<file path="src/rtl/core/eig_pkg.sv">
// ----------------------------------------------------------------------------
// eig_pkg: shared types and constants of the event id generator
// widths of the id fields, register indexes and the base64 character map
// ----------------------------------------------------------------------------
package eig_pkg;

	localparam int TsW      = 36;
	localparam int RndW     = 8;
	localparam int SeqW     = 12;
	localparam int NodeW    = 48;
	localparam int CharW    = 7;
	localparam int SymW     = 6;
	localparam int IdLen    = 24;
	localparam int IdW      = TsW + 2 * NodeW + SeqW;
	localparam int CntW     = $clog2(IdLen);
	localparam int CfgIdxW  = 1;
	localparam int CfgDataW = NodeW;

	// configuration register indexes
	typedef enum logic [CfgIdxW-1:0] {
		CFG_NODE_UPPER = 1'b0,
		CFG_NODE_LOWER = 1'b1
	} cfg_reg_t;

	// id word handed from the sequence stage to the serializer
	typedef struct packed {
		logic           valid;
		logic           ovf;
		logic [IdW-1:0] word;
	} id_word_t;

	// ordered base64: - 0-9 A-Z _ a-z
	function automatic logic [CharW-1:0] sym_to_ascii(input logic [SymW-1:0] sym);
		logic [CharW-1:0] s;
		s = {1'b0, sym};
		if (sym == 6'd0) begin
			sym_to_ascii = 7'h2D;
		end else if (sym <= 6'd10) begin
			sym_to_ascii = s + 7'h2F;
		end else if (sym <= 6'd36) begin
			sym_to_ascii = s + 7'h36;
		end else if (sym == 6'd37) begin
			sym_to_ascii = 7'h5F;
		end else begin
			sym_to_ascii = s + 7'h3B;
		end
	endfunction

endpackage

</file>
<file path="src/rtl/core/eig_if.sv">
// ----------------------------------------------------------------------------
// eig interfaces: request, character and configuration channels
// valid/ready channels with source, sink and monitor views
// ----------------------------------------------------------------------------
interface eig_req_if import eig_pkg::*; ();
	logic            valid;
	logic            ready;
	logic [TsW-1:0]  timestamp;
	logic [RndW-1:0] random_start;

	modport source (output valid, timestamp, random_start, input ready);
	modport sink   (input valid, timestamp, random_start, output ready);
	modport mon    (input valid, ready, timestamp, random_start);
endinterface

interface eig_chr_if import eig_pkg::*; ();
	logic             valid;
	logic             ready;
	logic [CharW-1:0] id_char;
	logic             last_char;
	logic             seq_overflow;

	modport source (output valid, id_char, last_char, seq_overflow, input ready);
	modport sink   (input valid, id_char, last_char, seq_overflow, output ready);
	modport mon    (input valid, ready, id_char, last_char, seq_overflow);
endinterface

interface eig_cfg_if import eig_pkg::*; ();
	logic                valid;
	logic                ready;
	logic [CfgIdxW-1:0]  index;
	logic [CfgDataW-1:0] data;

	modport source (output valid, index, data, input ready);
	modport sink   (input valid, index, data, output ready);
	modport mon    (input valid, ready, index, data);
endinterface

</file>
<file path="src/rtl/core/eig_seq_ctrl.sv">
// ----------------------------------------------------------------------------
// eig_seq_ctrl: node id registers, sequence state and input register
// builds the 144-bit id word for each accepted request
// ----------------------------------------------------------------------------
module eig_seq_ctrl import eig_pkg::*; (
	input  logic         clk,
	input  logic         arst_n,
	eig_cfg_if.sink      cfg,
	eig_req_if.sink      req,
	input  logic         take,
	output id_word_t     word_s1
);

	logic [NodeW-1:0] node_upper_q;
	logic [NodeW-1:0] node_lower_q;
	logic [TsW-1:0]   prev_ts_q;
	logic [SeqW-1:0]  prev_seq_q;
	logic             valid_s1;
	logic             ovf_s1;
	logic [IdW-1:0]   id_s1;

	logic             accept;
	logic             same_ts;
	logic [SeqW:0]    seq_inc;
	logic             ovf;
	logic [SeqW-1:0]  seq;

	assign cfg.ready = 1'b1;
	assign req.ready = !valid_s1 || take;
	assign accept    = req.valid && req.ready;

	assign same_ts = req.timestamp == prev_ts_q;
	assign seq_inc = {1'b0, prev_seq_q} + {{SeqW{1'b0}}, 1'b1};
	assign ovf     = same_ts && seq_inc[SeqW];

	always_comb begin
		if (!same_ts) begin
			seq = {{(SeqW-RndW){1'b0}}, req.random_start};
		end else if (ovf) begin
			seq = {SeqW{1'b1}};
		end else begin
			seq = seq_inc[SeqW-1:0];
		end
	end

	always_ff @(posedge clk or negedge arst_n) begin
		if (!arst_n) begin
			node_upper_q <= '0;
			node_lower_q <= '0;
		end else if (cfg.valid) begin
			unique case (cfg_reg_t'(cfg.index))
				CFG_NODE_UPPER: node_upper_q <= cfg.data;
				CFG_NODE_LOWER: node_lower_q <= cfg.data;
				default: ;
			endcase
		end
	end

	always_ff @(posedge clk or negedge arst_n) begin
		if (!arst_n) begin
			prev_ts_q  <= '0;
			prev_seq_q <= '0;
		end else if (accept) begin
			if (!same_ts) begin
				prev_ts_q  <= req.timestamp;
				prev_seq_q <= seq;
			end else if (!ovf) begin
				prev_seq_q <= seq;
			end
		end
	end

	always_ff @(posedge clk or negedge arst_n) begin
		if (!arst_n) begin
			valid_s1 <= 1'b0;
		end else if (accept) begin
			valid_s1 <= 1'b1;
		end else if (take) begin
			valid_s1 <= 1'b0;
		end
	end

	always_ff @(posedge clk) begin
		if (accept) begin
			ovf_s1 <= ovf;
			id_s1  <= {req.timestamp, node_upper_q, node_lower_q, seq};
		end
	end

	assign word_s1 = '{valid: valid_s1, ovf: ovf_s1, word: id_s1};

endmodule

</file>
<file path="src/rtl/core/eig_serializer.sv">
// ----------------------------------------------------------------------------
// eig_serializer: id word to character stream
// shifts out six bits a cycle while chr is not stalled, maps them to ascii, output register
// ----------------------------------------------------------------------------
module eig_serializer import eig_pkg::*; (
	input  logic      clk,
	input  logic      arst_n,
	input  id_word_t  word_s1,
	output logic      take,
	eig_chr_if.source chr
);

	logic [IdW-1:0]   sh_q;
	logic [CntW-1:0]  cnt_q;
	logic             busy_q;
	logic             ovf_q;
	logic             o_valid_q;
	logic [CharW-1:0] o_char_q;
	logic             o_last_q;
	logic             o_ovf_q;

	logic             out_adv;
	logic             emit;
	logic             at_last;
	logic             fin;

	assign out_adv = !o_valid_q || chr.ready;
	assign emit    = out_adv && busy_q;
	assign at_last = cnt_q == CntW'(IdLen - 1);
	assign fin     = emit && at_last;
	assign take    = word_s1.valid && (!busy_q || fin);

	always_ff @(posedge clk or negedge arst_n) begin
		if (!arst_n) begin
			busy_q <= 1'b0;
			cnt_q  <= '0;
		end else if (take) begin
			busy_q <= 1'b1;
			cnt_q  <= '0;
		end else if (emit) begin
			cnt_q <= cnt_q + CntW'(1);
			if (at_last) begin
				busy_q <= 1'b0;
			end
		end
	end

	always_ff @(posedge clk) begin
		if (take) begin
			sh_q  <= word_s1.word;
			ovf_q <= word_s1.ovf;
		end else if (emit) begin
			sh_q <= {sh_q[IdW-SymW-1:0], {SymW{1'b0}}};
		end
	end

	always_ff @(posedge clk or negedge arst_n) begin
		if (!arst_n) begin
			o_valid_q <= 1'b0;
		end else if (out_adv) begin
			o_valid_q <= busy_q;
		end
	end

	always_ff @(posedge clk) begin
		if (emit) begin
			o_char_q <= sym_to_ascii(sh_q[IdW-1 -: SymW]);
			o_last_q <= at_last;
			o_ovf_q  <= ovf_q;
		end
	end

	assign chr.valid        = o_valid_q;
	assign chr.id_char      = o_char_q;
	assign chr.last_char    = o_last_q;
	assign chr.seq_overflow = o_ovf_q;

endmodule

</file>
<file path="src/rtl/core/event_id_generator_unit.sv">
// ----------------------------------------------------------------------------
// event_id_generator_unit: snowflake style unique event id generator
// one request in, 24 ascii characters out: timestamp, node id, sequence
// ----------------------------------------------------------------------------
//
//  channel  role  payload                                   transfer when
//  -------  ----  ----------------------------------------  ------------------
//  cfg      sink  index (0 node upper, 1 node lower), data  valid && ready
//  req      sink  timestamp[35:0], random_start[7:0]        valid && ready
//  chr      src   id_char[6:0], last_char, seq_overflow     valid && ready
//
//  - the serializer emits one 6-bit character a cycle while chr is not stalled
//  - each character passes the sequence stage, shift and output registers
//  - one request is buffered ahead of the serializer, so the next id is loaded
//    in the same cycle as the last character of the previous one is emitted
//  - arst_n clears node id, sequence state and all valid flags
//  - chr stalls hold the output register and freeze the serializer
//
module event_id_generator_unit import eig_pkg::*; (
	input  logic      clk,
	input  logic      arst_n,
	eig_cfg_if.sink   cfg,
	eig_req_if.sink   req,
	eig_chr_if.source chr
);

	// id word from the sequence stage and the serializer's load strobe
	id_word_t word_s1;
	logic     take;

	// sequence update happens at the request transfer, so back-to-back
	// requests see the state left by the one before
	eig_seq_ctrl u_seq_ctrl (
		.clk     (clk),
		.arst_n  (arst_n),
		.cfg     (cfg),
		.req     (req),
		.take    (take),
		.word_s1 (word_s1)
	);

	// character stream, most significant character first
	eig_serializer u_serializer (
		.clk     (clk),
		.arst_n  (arst_n),
		.word_s1 (word_s1),
		.take    (take),
		.chr     (chr)
	);

endmodule

</file>
<file path="src/flat_wrapper.sv">
// flat-port wrapper written by rule: the top's interface ports become plain ports
module event_id_generator_unit_flat import eig_pkg::*;
  (clk, arst_n, cfg_valid, cfg_index, cfg_data, cfg_ready, req_valid, req_timestamp, req_random_start, req_ready, chr_valid, chr_id_char, chr_last_char, chr_seq_overflow, chr_ready);
  eig_cfg_if cfg_i ();
  eig_req_if req_i ();
  eig_chr_if chr_i ();
  input  logic clk;
  input  logic arst_n;
  input wire logic [$bits(cfg_i.valid)-1:0] cfg_valid;
  input wire logic [$bits(cfg_i.index)-1:0] cfg_index;
  input wire logic [$bits(cfg_i.data)-1:0] cfg_data;
  output wire logic [$bits(cfg_i.ready)-1:0] cfg_ready;
  input wire logic [$bits(req_i.valid)-1:0] req_valid;
  input wire logic [$bits(req_i.timestamp)-1:0] req_timestamp;
  input wire logic [$bits(req_i.random_start)-1:0] req_random_start;
  output wire logic [$bits(req_i.ready)-1:0] req_ready;
  output wire logic [$bits(chr_i.valid)-1:0] chr_valid;
  output wire logic [$bits(chr_i.id_char)-1:0] chr_id_char;
  output wire logic [$bits(chr_i.last_char)-1:0] chr_last_char;
  output wire logic [$bits(chr_i.seq_overflow)-1:0] chr_seq_overflow;
  input wire logic [$bits(chr_i.ready)-1:0] chr_ready;
  assign cfg_i.valid = cfg_valid;
  assign cfg_i.index = cfg_index;
  assign cfg_i.data = cfg_data;
  assign cfg_ready = cfg_i.ready;
  assign req_i.valid = req_valid;
  assign req_i.timestamp = req_timestamp;
  assign req_i.random_start = req_random_start;
  assign req_ready = req_i.ready;
  assign chr_valid = chr_i.valid;
  assign chr_id_char = chr_i.id_char;
  assign chr_last_char = chr_i.last_char;
  assign chr_seq_overflow = chr_i.seq_overflow;
  assign chr_i.ready = chr_ready;
  event_id_generator_unit u_core (.clk(clk), .arst_n(arst_n), .cfg(cfg_i), .req(req_i), .chr(chr_i));
endmodule
</file>
<file path="config.mk">
export PLATFORM = sky130hd
export DESIGN_NAME = event_id_generator_unit_flat
export DESIGN_NICKNAME = d
export VERILOG_FILES = /design/src/rtl/core/eig_pkg.sv /design/src/rtl/core/eig_if.sv /design/src/rtl/core/eig_seq_ctrl.sv /design/src/rtl/core/eig_serializer.sv /design/src/rtl/core/event_id_generator_unit.sv /design/src/flat_wrapper.sv
export SDC_FILE = /design/constraint.sdc
export NUM_CORES = 1
export LEC_CHECK = 0
export BUFFER_PORTS_ARGS = -buffer_cell sky130_fd_sc_hd__buf_2
export CAP_MARGIN = 30
export CORE_AREA = 2 2 347 177
export DETAILED_ROUTE_END_ITERATION = 6
export DIE_AREA = 0 0 349 179
export GPL_TIMING_DRIVEN = 0
export PLACE_DENSITY = 0.49
export SLEW_MARGIN = 20
export SYNTH_ARGS = -nofsm -noshare
export SYNTH_HDL_FRONTEND = slang
export SYNTH_SLANG_ARGS = --single-unit
</file>
<file path="constraint.sdc">
create_clock -name clk -period 9.5 [get_ports clk]
set_input_delay 0.95 -clock clk [delete_from_list [all_inputs] [get_ports clk]]
set_output_delay 0.95 -clock clk [all_outputs]
set_load 0.01 [all_outputs]
</file>
# After elaboration in Yosys (flattened, before gate mapping)
# Cells that the tools add are included.
[word_totals]
regBits = 451
latch_bits = 0
ram_bits = 0
mem_bits_ro = 0
elab_cells = 64
n_memories = 0
[classes]
add_sub_neg = 5
multipliers = 0
div = 0
n_lt_le_gt_ge = 2
eq_ne = 4
shift = 0
muxes = 16
bitwise = 2
n_reduce_logical = 20
[op_table]
columns = ["operator", "count"]
rows = [
  ["$mux 144", 2],
  ["$mux 12", 4],
  ["$eq 36x36->1", 1],
  ["$add 6x6->7 const B", 3],
  ["$mux 7", 3],
  ["$add 12x1->13 const B", 1],
  ["$mux 5", 2],
  ["$reduce_and 2->1", 5],
  ["$eq 6x6->1 const B", 1],
  ["$le 6x4->1 const B", 1],
  ["$le 6x6->1 const B", 1],
  ["$logic_not 6->1", 1],
  ["$reduce_bool 2->1", 3],
  ["$add 5x1->5 const B", 1],
  ["$eq 5x5->1 const B", 1],
  ["$logic_and 1x1->1", 5],
  ["$mux 1", 5],
  ["$logic_not 1->1", 3],
  ["$logic_or 1x1->1", 3],
  ["$ne 2x2->1 const B", 1],
  ["$not 1->1", 2],
]

# Depth between registers and ports, before layout
# Gate-level depths: netlist of run 1.
[logic_depth]
ltp_word = 9
ltp_mapped = 10
ltp_nobuf = 8

# Hierarchy
# A second synthesis of run 1 with hierarchy kept.
[hier_totals]
hier_cells = 1135
hier_area_um2 = 18376.4
[by_module_without_submodules]
columns = ["module", "instances", "cells_each", "area_per_inst_um2"]
rows = [
  ["eig_seq_ctrl", 1, 724, 10820.4],
  ["eig_serializer", 1, 411, 7556.0],
]

# Least setup slack after synthesis of run 1
# No wires, ideal clock.
[synth_timing]
path_type = "input to register"
startpoint = "input chr_ready"
endpoint = "register u_core.u_seq_ctrl.prev_seq_q[10]"
t_arrival_ps = 5969
t_required_ps = 9162
path_slack_ps = 3192
stages = 7
n_path_buf = 2
cell_sequence = "nand2b_1 > a21oi_1 > nand2b_1 > clkbuf_1 > inv_1 > clkbuf_1 > a21oi_1"
[synth_via]
elab_chain_len = 8
[synth_lines]
columns = ["element", "line_no", "text"]
rows = [
  ["start, declared", "flat_wrapper.sv:21", "input wire logic [$bits(chr_i.ready)-1:0] chr_ready;"],
  ["$logic_or 1x1->1", "eig_serializer.sv:27", "assign out_adv = !o_valid_q || chr.ready;"],
  ["$logic_and 1x1->1", "eig_serializer.sv:28", "assign emit = out_adv && busy_q;"],
  ["$logic_and 1x1->1", "eig_serializer.sv:30", "assign fin = emit && at_last;"],
  ["$logic_or 1x1->1", "eig_serializer.sv:31", "assign take = word_s1.valid && (!busy_q || fin);"],
  ["$logic_and 1x1->1", "eig_serializer.sv:31", ""],
  ["$logic_or 1x1->1", "eig_seq_ctrl.sv:29", "assign req.ready = !valid_s1 || take;"],
  ["$logic_and 1x1->1", "eig_seq_ctrl.sv:30", "assign accept = req.valid && req.ready;"],
  ["named net u_core.u_seq_ctrl.accept", "eig_seq_ctrl.sv:22", "logic accept;"],
  ["$reduce_and 2->1 (no line)", "-", ""],
  ["end signal, assigned", "eig_seq_ctrl.sv:66", "prev_seq_q <= seq;"],
  ["end signal, assigned", "eig_seq_ctrl.sv:68", "prev_seq_q <= seq;"],
  ["end, declared", "eig_seq_ctrl.sv:17", "logic [SeqW-1:0] prev_seq_q;"],
]
# The timed path passes the listed nets, and every way through them passes these cells.
# A chain may end at the register's enable or synchronous reset.

# Final worst setup path of run 1
[layout_timing]
startpoint = "register u_core.u_serializer.cnt_q[0]"
endpoint = "register u_core.u_serializer.sh_q[93], data pin"
[layout_via]
elab_chain_len = 5
[layout_lines]
columns = ["element", "line_no", "text"]
rows = [
  ["start, declared", "eig_serializer.sv:14", "logic [CntW-1:0] cnt_q;"],
  ["start signal, assigned", "eig_serializer.sv:41", "cnt_q <= cnt_q + CntW'(1);"],
  ["$eq 5x5->1", "eig_serializer.sv:29", "assign at_last = cnt_q == CntW'(IdLen - 1);"],
  ["named net u_core.u_serializer.at_last", "eig_serializer.sv:24", "logic at_last;"],
  ["$logic_and 1x1->1", "eig_serializer.sv:30", ""],
  ["$logic_or 1x1->1", "eig_serializer.sv:31", ""],
  ["$logic_and 1x1->1", "eig_serializer.sv:31", ""],
  ["$mux 144", "eig_serializer.sv:49", "if (take) begin"],
  ["end signal, assigned", "eig_serializer.sv:50", "sh_q <= word_s1.word;"],
  ["end signal, assigned", "eig_serializer.sv:53", "sh_q <= {sh_q[IdW-SymW-1:0], {SymW{1'b0}}};"],
  ["end, declared", "eig_serializer.sv:13", "logic [IdW-1:0] sh_q;"],
]
# The timed path passes the listed nets, and every way through them passes these cells.

==> metrics.yaml, run 1 <==
timing:
  tns_ns: 0
  slew_viol_final: 0
  skew_ns: 0.0179
  fmax_mhz: 302
  tightestPinTransition_ns: 0.924
  period_minus_slack_ns: 3.31
  setup_violations: 0
  rsz0062_at_grt: "no"
  fin_crit_sh: 0.349
  final_hold_viol_count: 0
  hold_ws_ns: 0.265
  slew_headroom: 0.384
  fin_ws_ns: 6.19
synth:
  ys_types: 46
  ys.flop_type: "edfxtp_1"
  synth_largest_area_cell: "edfxtp_1"
  netlist_top_cells_area: "edfxtp_1 (51%), dfrtp_1 (21%), nand2_1 (9.5%)"
  synth_top_area_share: 0.506
  synth_cells: 1311
  synth_nets: 1419
  synth_seq_cells: 451
  syn_area_sq_mm: 0.0177
  synth-seq-area-share: 0.721
  synth_enable_flop_cells: 299
  async_reset_ff_frac: 0.337
  yosysWarningCount: 0
  avgSynthCellArea_sq_um: 13.5
drt:
  dr.pass1.iters: 7
  drc: 0
  drt_iter0_markers: 727
  wl_per_cell_um: 17.4
  ant_nets: 0
  wirelength_um: 39800
  avgViaCountPerCell: 4.41
  dr_total_vias: 10100
clock_tree:
  htreeDepth: 2
  cts.path.max_buffers: 3
  clk_pin_slew_worst_paths_ns: 0.07
  clk_latency_ns: 0.55
  clock_sinks: 451
  root_buffer: "clkbuf_16"
  ctsHoldBuffers: 0
  cts_tree: "done"
  cts_buffers: 42
  cts_setup_buffers: 0
  ctsResizeCount: 0
setup_path:
  cpLargestDelayFamily: "buffers and inverters"
  critPathMaxFanout: 10
  slowest_delay_ns: 0.73
  crit_arrival_ns: 3.71
  critical_path_buf_inv_count: 3
  path_common_cell: "nand2_1"
  timing.critical_path.slowest_stage_cell: "clkbuf_1"
  start_kind: "flop"
  crit_required_ns: 9.90
  end_kind: "flop"
  path_cells: "ha_1 > and4b_1 > nand2_1 > nand2_1 > nand2_1 > inv_2 > clkbuf_1 > clkbuf_1 > nand2_1 > nand2_1"
  r2r_slack_ns: 6.19
  critPathKind: "reg -> reg"
grt:
  antenna_found_initial: 2
  grt_use_total: 0.128
  grt_pass1_vias: 9899
  grt_max_degree: 102
  overflow: 0
  grt_pass1_wl_um: 60600
floorplanning:
  initial_core_util: 0.296
  dieWidth_um: 349
  ios: 110
  fp.coreArea_sq_mm: 0.0600
  dieArea_sq_mm: 0.0625
  chipHeight_um: 179
  row_count: 64
pwr:
  p_leak_nw: 8.36
  vdd_drop_max_uv: 125
  power_density_mw_per_mm2: 213
  total_power_mw: 4.42
placement:
  globalplace.congestion: 0.791
  placed_area_sq_mm: 0.0194
  dpl.cell_count: 2217
  dp_slack_ns: 5.77
  io_buffers: 108
  dpl.hpwl_um: 27100
cells_and_area:
  final_area_sq_mm: 0.0208
  drive_gt1_frac: 0.216
  area_growth_pct: 17.2
  final_cells: 2295
  final_core_util: 0.346
  fin_nets: 1577
  fillCellCount: 5900
hold_path:
  min_path_type: "in -> async"
job:
  maxCapViolCount: 0
status:
  status: "completed"
==> logic make-up after synthesis <==
group                    synth area share
AND/OR/NAND/NOR                     0.122
other                            0.000212
adder cells (fa/ha/maj)           0.00706
AO/OA/AOI/OAI                      0.0217
XOR/XNOR                           0.0242
buffers and inverters              0.0169
multiplexers                       0.0868
flip-flops                          0.721
==> synthesized netlist by cell type (all sizes together) (2+ instances only) <==
cell type,number
nand2,447
edfxtp,299
dfrtp,152
mux2,133
xor2,38
clkbuf,35
a21oi,25
nor2,24
buf,21
inv,13
o21ai,13
nor4,11
xnor2,11
ha,10
nand3,10
and3,8
nand4,8
nand2b,6
a21boi,5
and2,5
nor3,4
a21o,3
mux2i,3
o211a,3
o211ai,3
o31ai,3
nor2b,2
o221ai,2
o22a,2
or2,2
or3,2
==> path summary, 6_finish.rpt <==
path,from,endpoint,depth (start not counted)
min in group clk,u_core.u_serializer.ovf_q$_DFFE_PP_,u_core.u_serializer.chr.seq_overflow$_DFFE_PP_,0
setup reg to reg,u_core.u_serializer.cnt_q[0]$_DFFE_PN0P_,u_core.u_serializer.sh_q[93]$_DFFE_PP_,10
hold reg to reg,u_core.u_serializer.ovf_q$_DFFE_PP_,u_core.u_serializer.chr.seq_overflow$_DFFE_PP_,0
max in group asynchronous,arst_n,u_core.u_seq_ctrl.prev_ts_q[31]$_DFFE_PN0P_,3
setup / recovery,u_core.u_serializer.cnt_q[0]$_DFFE_PN0P_,u_core.u_serializer.sh_q[93]$_DFFE_PP_,10
hold / removal,arst_n,u_core.u_seq_ctrl.node_upper_q[30]$_DFFE_PN0P_,1
==> worst reg2reg max path: stages (launching register included) <==
cell and delay, ns:
dfrtp_1 0.39, ha_1 0.21, and4b_1 0.26, nand2_1 0.07, nand2_1 0.21, nand2_1 0.29, inv_2 0.34, clkbuf_1 0.74
clkbuf_1 0.44, nand2_1 0.11, nand2_1 0.12
==> sequential cells by signal (all words and copies together), names as in the netlist, 5 cells and up <==
name and count:
u_core.u_seq_ctrl.id_s1 144, u_core.u_seq_ctrl.node_lower_q 48, u_core.u_seq_ctrl.node_upper_q 48, u_core.u_seq_ctrl.prev_seq_q 12, u_core.u_seq_ctrl.prev_ts_q 36, u_core.u_serializer.chr.id_char 7
u_core.u_serializer.cnt_q 5, u_core.u_serializer.sh_q 144
==> layout make-up <==
class | count | area (sq um) | area share
sequential | 451 | 12800 | 0.615
multi-input combinational | 791 | 4650 | 0.224
clock buffer | 62 | 1240 | 0.0597
tap | 792 | 991 | 0.0477
timing repair buffer | 114 | 708 | 0.0341
buffer | 56 | 254 | 0.0122
clock inverter | 15 | 93.8 | 0.00452
inverter | 13 | 56.3 | 0.00271
antenna | 1 | 2.50 | 0.000120
==> power breakdown <==
group          leakage (nW)  internal [mW]  total (mW)  switching, mW
clock                 0.662          0.932        1.66          0.729
combinational          3.08          0.169       0.374          0.206
sequential             4.62           2.30        2.38         0.0866
total                  8.36           3.40        4.42           1.02
==> metal layers <==
metal,global-route usage,up-vias,part of all wire
met2,0.176,192,0.40
met3,0.0308,40,0.052
met5,0,-,0
met4,0.0233,0,0.012
li1,-,4852,-
met1,0.201,5030,0.53
==> cells in the final DEF (no fill, tap or decap), drive strengths merged, types with 2 or more instances in the layout <==
| master | instances |
|---|---|
| o221ai | 2 |
| a21oi | 25 |
| buf | 135 |
| xor2 | 38 |
| o211a | 3 |
| or2 | 2 |
| a21o | 3 |
| nor2 | 24 |
| mux2 | 133 |
| nand2b | 6 |
| nor2b | 2 |
| ha | 10 |
| or3 | 2 |
| o21ai | 13 |
| nand3 | 10 |
| and3 | 8 |
| xnor2 | 11 |
| clkbuf | 97 |
| mux2i | 3 |
| a21boi | 5 |
| dfrtp | 152 |
| clkinv | 14 |
| edfxtp | 299 |
| and2 | 5 |
| nor4 | 11 |
| nand2 | 447 |
| nand4 | 8 |
| inv | 13 |
| o22a | 2 |
| nor3 | 4 |
| o31ai | 3 |
| o211ai | 3 |
No activity file was read; power rests on OpenSTA's default activity.
==> run 2, diff against run 1 <==
Settings changed: PLACE_DENSITY 0.49 to 0.51.
Clock period 9.5 ns to 3 ns, I/O delays scaled along.
==> run 2 against run 1 <==
Against the previous run: critical path depth grew 1; largest power group unchanged; global-route usage grew 0.30 points; critical endpoint is now u_core.u_seq_ctrl.id_s1[6]$_DFFE_PP_; critical path type is now in -> reg; worst hold slack lost 0.25 ns; non-clock buffer count grew 77; first-iteration DRC count is the same.
==> metrics.yaml, run 2 (synthesis results as in run 1) <==
job:
  maxCapViolCount: 0  # unchanged
timing:
  slew_headroom: 0.394  # was 0.384
  fin_crit_sh: 0.936
  setup_violations: 0  # unchanged
  fin_ws_ns: 0.192  # was 6.19 ns
  hold_ws_ns: 0.0193  # was 0.265 ns
  tns_ns: 0  # unchanged
  tightestPinTransition_ns: 0.909  # was 0.924 ns
  fmax_mhz: 356
  skew_ns: 0.0150  # was 0.0179 ns
  rsz0062_at_grt: "no"  # unchanged
  final_hold_viol_count: 0  # unchanged
  slew_viol_final: 0  # unchanged
  period_minus_slack_ns: 2.81
drt:
  wl_per_cell_um: 17.0  # was 17.4 um
  dr.pass1.iters: 5  # was 7
  avgViaCountPerCell: 4.41  # about the same
  ant_nets: 0  # unchanged
  wirelength_um: 40200  # was 39,800 um
  drt_iter0_markers: 727  # unchanged
  dr_total_vias: 10500  # was 10,100
  drc: 0  # unchanged
floorplanning:
  dieArea_sq_mm: 0.0625  # unchanged
  fp.coreArea_sq_mm: 0.0600  # unchanged
  row_count: 64  # unchanged
  chipHeight_um: 179  # unchanged
  dieWidth_um: 349  # unchanged
  initial_core_util: 0.296  # unchanged
  ios: 110  # unchanged
clock_tree:
  htreeDepth: 2  # unchanged
  cts_tree: "done"  # unchanged
  clk_latency_ns: 0.56  # was 0.55 ns
  cts_buffers: 42  # unchanged
  cts.path.max_buffers: 3  # unchanged
  clock_sinks: 451  # unchanged
  root_buffer: "clkbuf_16"  # unchanged
  clk_pin_slew_worst_paths_ns: 0.07  # about the same
grt:
  overflow: 0  # unchanged
  gr-usage-met2: 0.188  # was 0.176
  grt_use_total: 0.131  # was 0.128
  grt_max_degree: 116  # was 102
  antenna_found_initial: 0  # was 2
  grt_pass1_wl_um: 62500  # was 60,600 um
  grt_most_used_layer: "met1"  # unchanged
  grt_pass1_vias: 10700  # was 9,899
  grt_util_met1: 0.200  # was 0.201
  use_met3: 0.0301  # was 0.0308
placement:
  dpl.hpwl_um: 26900  # was 27,100 um
  globalplace.congestion: 0.775  # was 0.791
  dpl.cell_count: 2217  # unchanged
  dp_slack_ns: -0.238  # was 5.77 ns
  io_buffers: 108  # unchanged
  placed_area_sq_mm: 0.0194  # about the same
setup_path:
  crit_arrival_ns: 3.19  # was 3.71 ns
  end_kind: "flop"  # unchanged
  crit_required_ns: 3.38  # was 9.90 ns
  critPathKind: "in -> reg"  # was reg -> reg
  critPathMaxFanout: 10  # unchanged
  start_kind: "input pin"  # was flop
cells_and_area:
  final_common_cell: "nand2_1"  # unchanged
  final_cells: 2372  # was 2,295
  area_growth_pct: 21.8  # was 17.2%
  top_regs: "u_core.u_seq_ctrl.id_s1 x144, u_core.u_serializer.sh_q x144"  # unchanged
  drive_gt1_frac: 0.213  # was 0.216
  fin_nets: 1654  # was 1,577
  mostFrequentLayoutCells: "nand2_1 (447), edfxtp_1 (299), dfrtp_1 (152), mux2_2 (130), buf_2 (112)"  # unchanged
  final_area_sq_mm: 0.0216  # was 0.0208 sq mm
  final_core_util: 0.360  # was 0.346
  n_antenna_cell: 0  # was 1
pwr:
  vdd_drop_max_uv: 340  # was 125 uV
  p_leak_nw: 8.70  # was 8.36 nW
  total_power_mw: 14.1  # was 4.42 mW
  power_density_mw_per_mm2: 654  # was 213 mW/mm^2
hold_path:
  min_path_type: "in -> reg"  # was in -> async
status:
  status: "completed"  # unchanged
[run 2: cell count changes in the layout (fill, tap and decap cells not counted), sizes merged]
| cell | previous run | this run |
|---|---|---|
| clkinv | 14 | 15 |
| clkbuf | 97 | 91 |
| clkinvlp | 0 | 5 |
| buf | 135 | 137 |
| bufinv | 1 | 2 |
| dlygate4sd3 | 0 | 75 |
| diode | 1 | 0 |
[run 2: final cells by class]
type                    count  area (sq um)
fillers                  5850         38400
flip-flops and latches    451         12800
multi-input cells         791          4670
repair buffers            192          1480
clock buffers              56          1190
well taps                 792           991
plain buffers              55           272
clock inverters            22           165
inverters                  13          52.6
[run 2: what timing repair did]
item / 4_1_cts / 5_1_grt
hold buffers: 75 / 0
buffers inserted: 0 / 2
pin swaps: 0 / 1
setup endpoints to repair: 128 / 151
cloned: 0 / 1
hold endpoints to repair: 197 / 0
resized for setup: 2 / 3
[run 2: worst max-delay path: stages]
cell and delay, ns:
dlygate4sd3_1 0.54, buf_2 0.16, xor2_1 0.16, nor4_1 0.48, nand4_1 0.36, nor4_4 0.28, buf_4 0.18, buf_4 0.18
buf_2 0.26, nor2_1 0.07, a21oi_1 0.19
[run 2: worst paths after layout]
kind	slack, ns	from	to	cells after the start
max in group asynchronous	1.81	arst_n	u_core.u_seq_ctrl.prev_ts_q[20]$_DFFE_PN0P_	3
hold / removal	0.02	cfg_data[2]	u_core.u_seq_ctrl.node_lower_q[2]$_DFFE_PN0P_	2
min in group asynchronous	0.34	arst_n	u_core.u_seq_ctrl.node_lower_q[28]$_DFFE_PN0P_	2
setup reg to reg	0.24	u_core.u_seq_ctrl.prev_ts_q[0]$_DFFE_PN0P_	u_core.u_seq_ctrl.id_s1[6]$_DFFE_PP_	9
setup / recovery	0.19	req_timestamp[0]	u_core.u_seq_ctrl.id_s1[6]$_DFFE_PP_	11
hold reg to reg	0.42	u_core.u_serializer.ovf_q$_DFFE_PP_	u_core.u_serializer.chr.seq_overflow$_DFFE_PP_	0
[run 2: where the power goes]
group          switching [mW]  internal, mW  leakage (nW)
logic                   0.666         0.602          3.42
registers               0.269          7.27          4.62
clock network            2.36          2.97         0.655
total                    3.29          10.8          8.70
[run 2: routing by layer]
layer	vias to the layer above	part of all wire
met5	-	0
met2	195	0.41
met3	48	0.052
met4	0	0.012
met1	5199	0.52
li1	5018	-
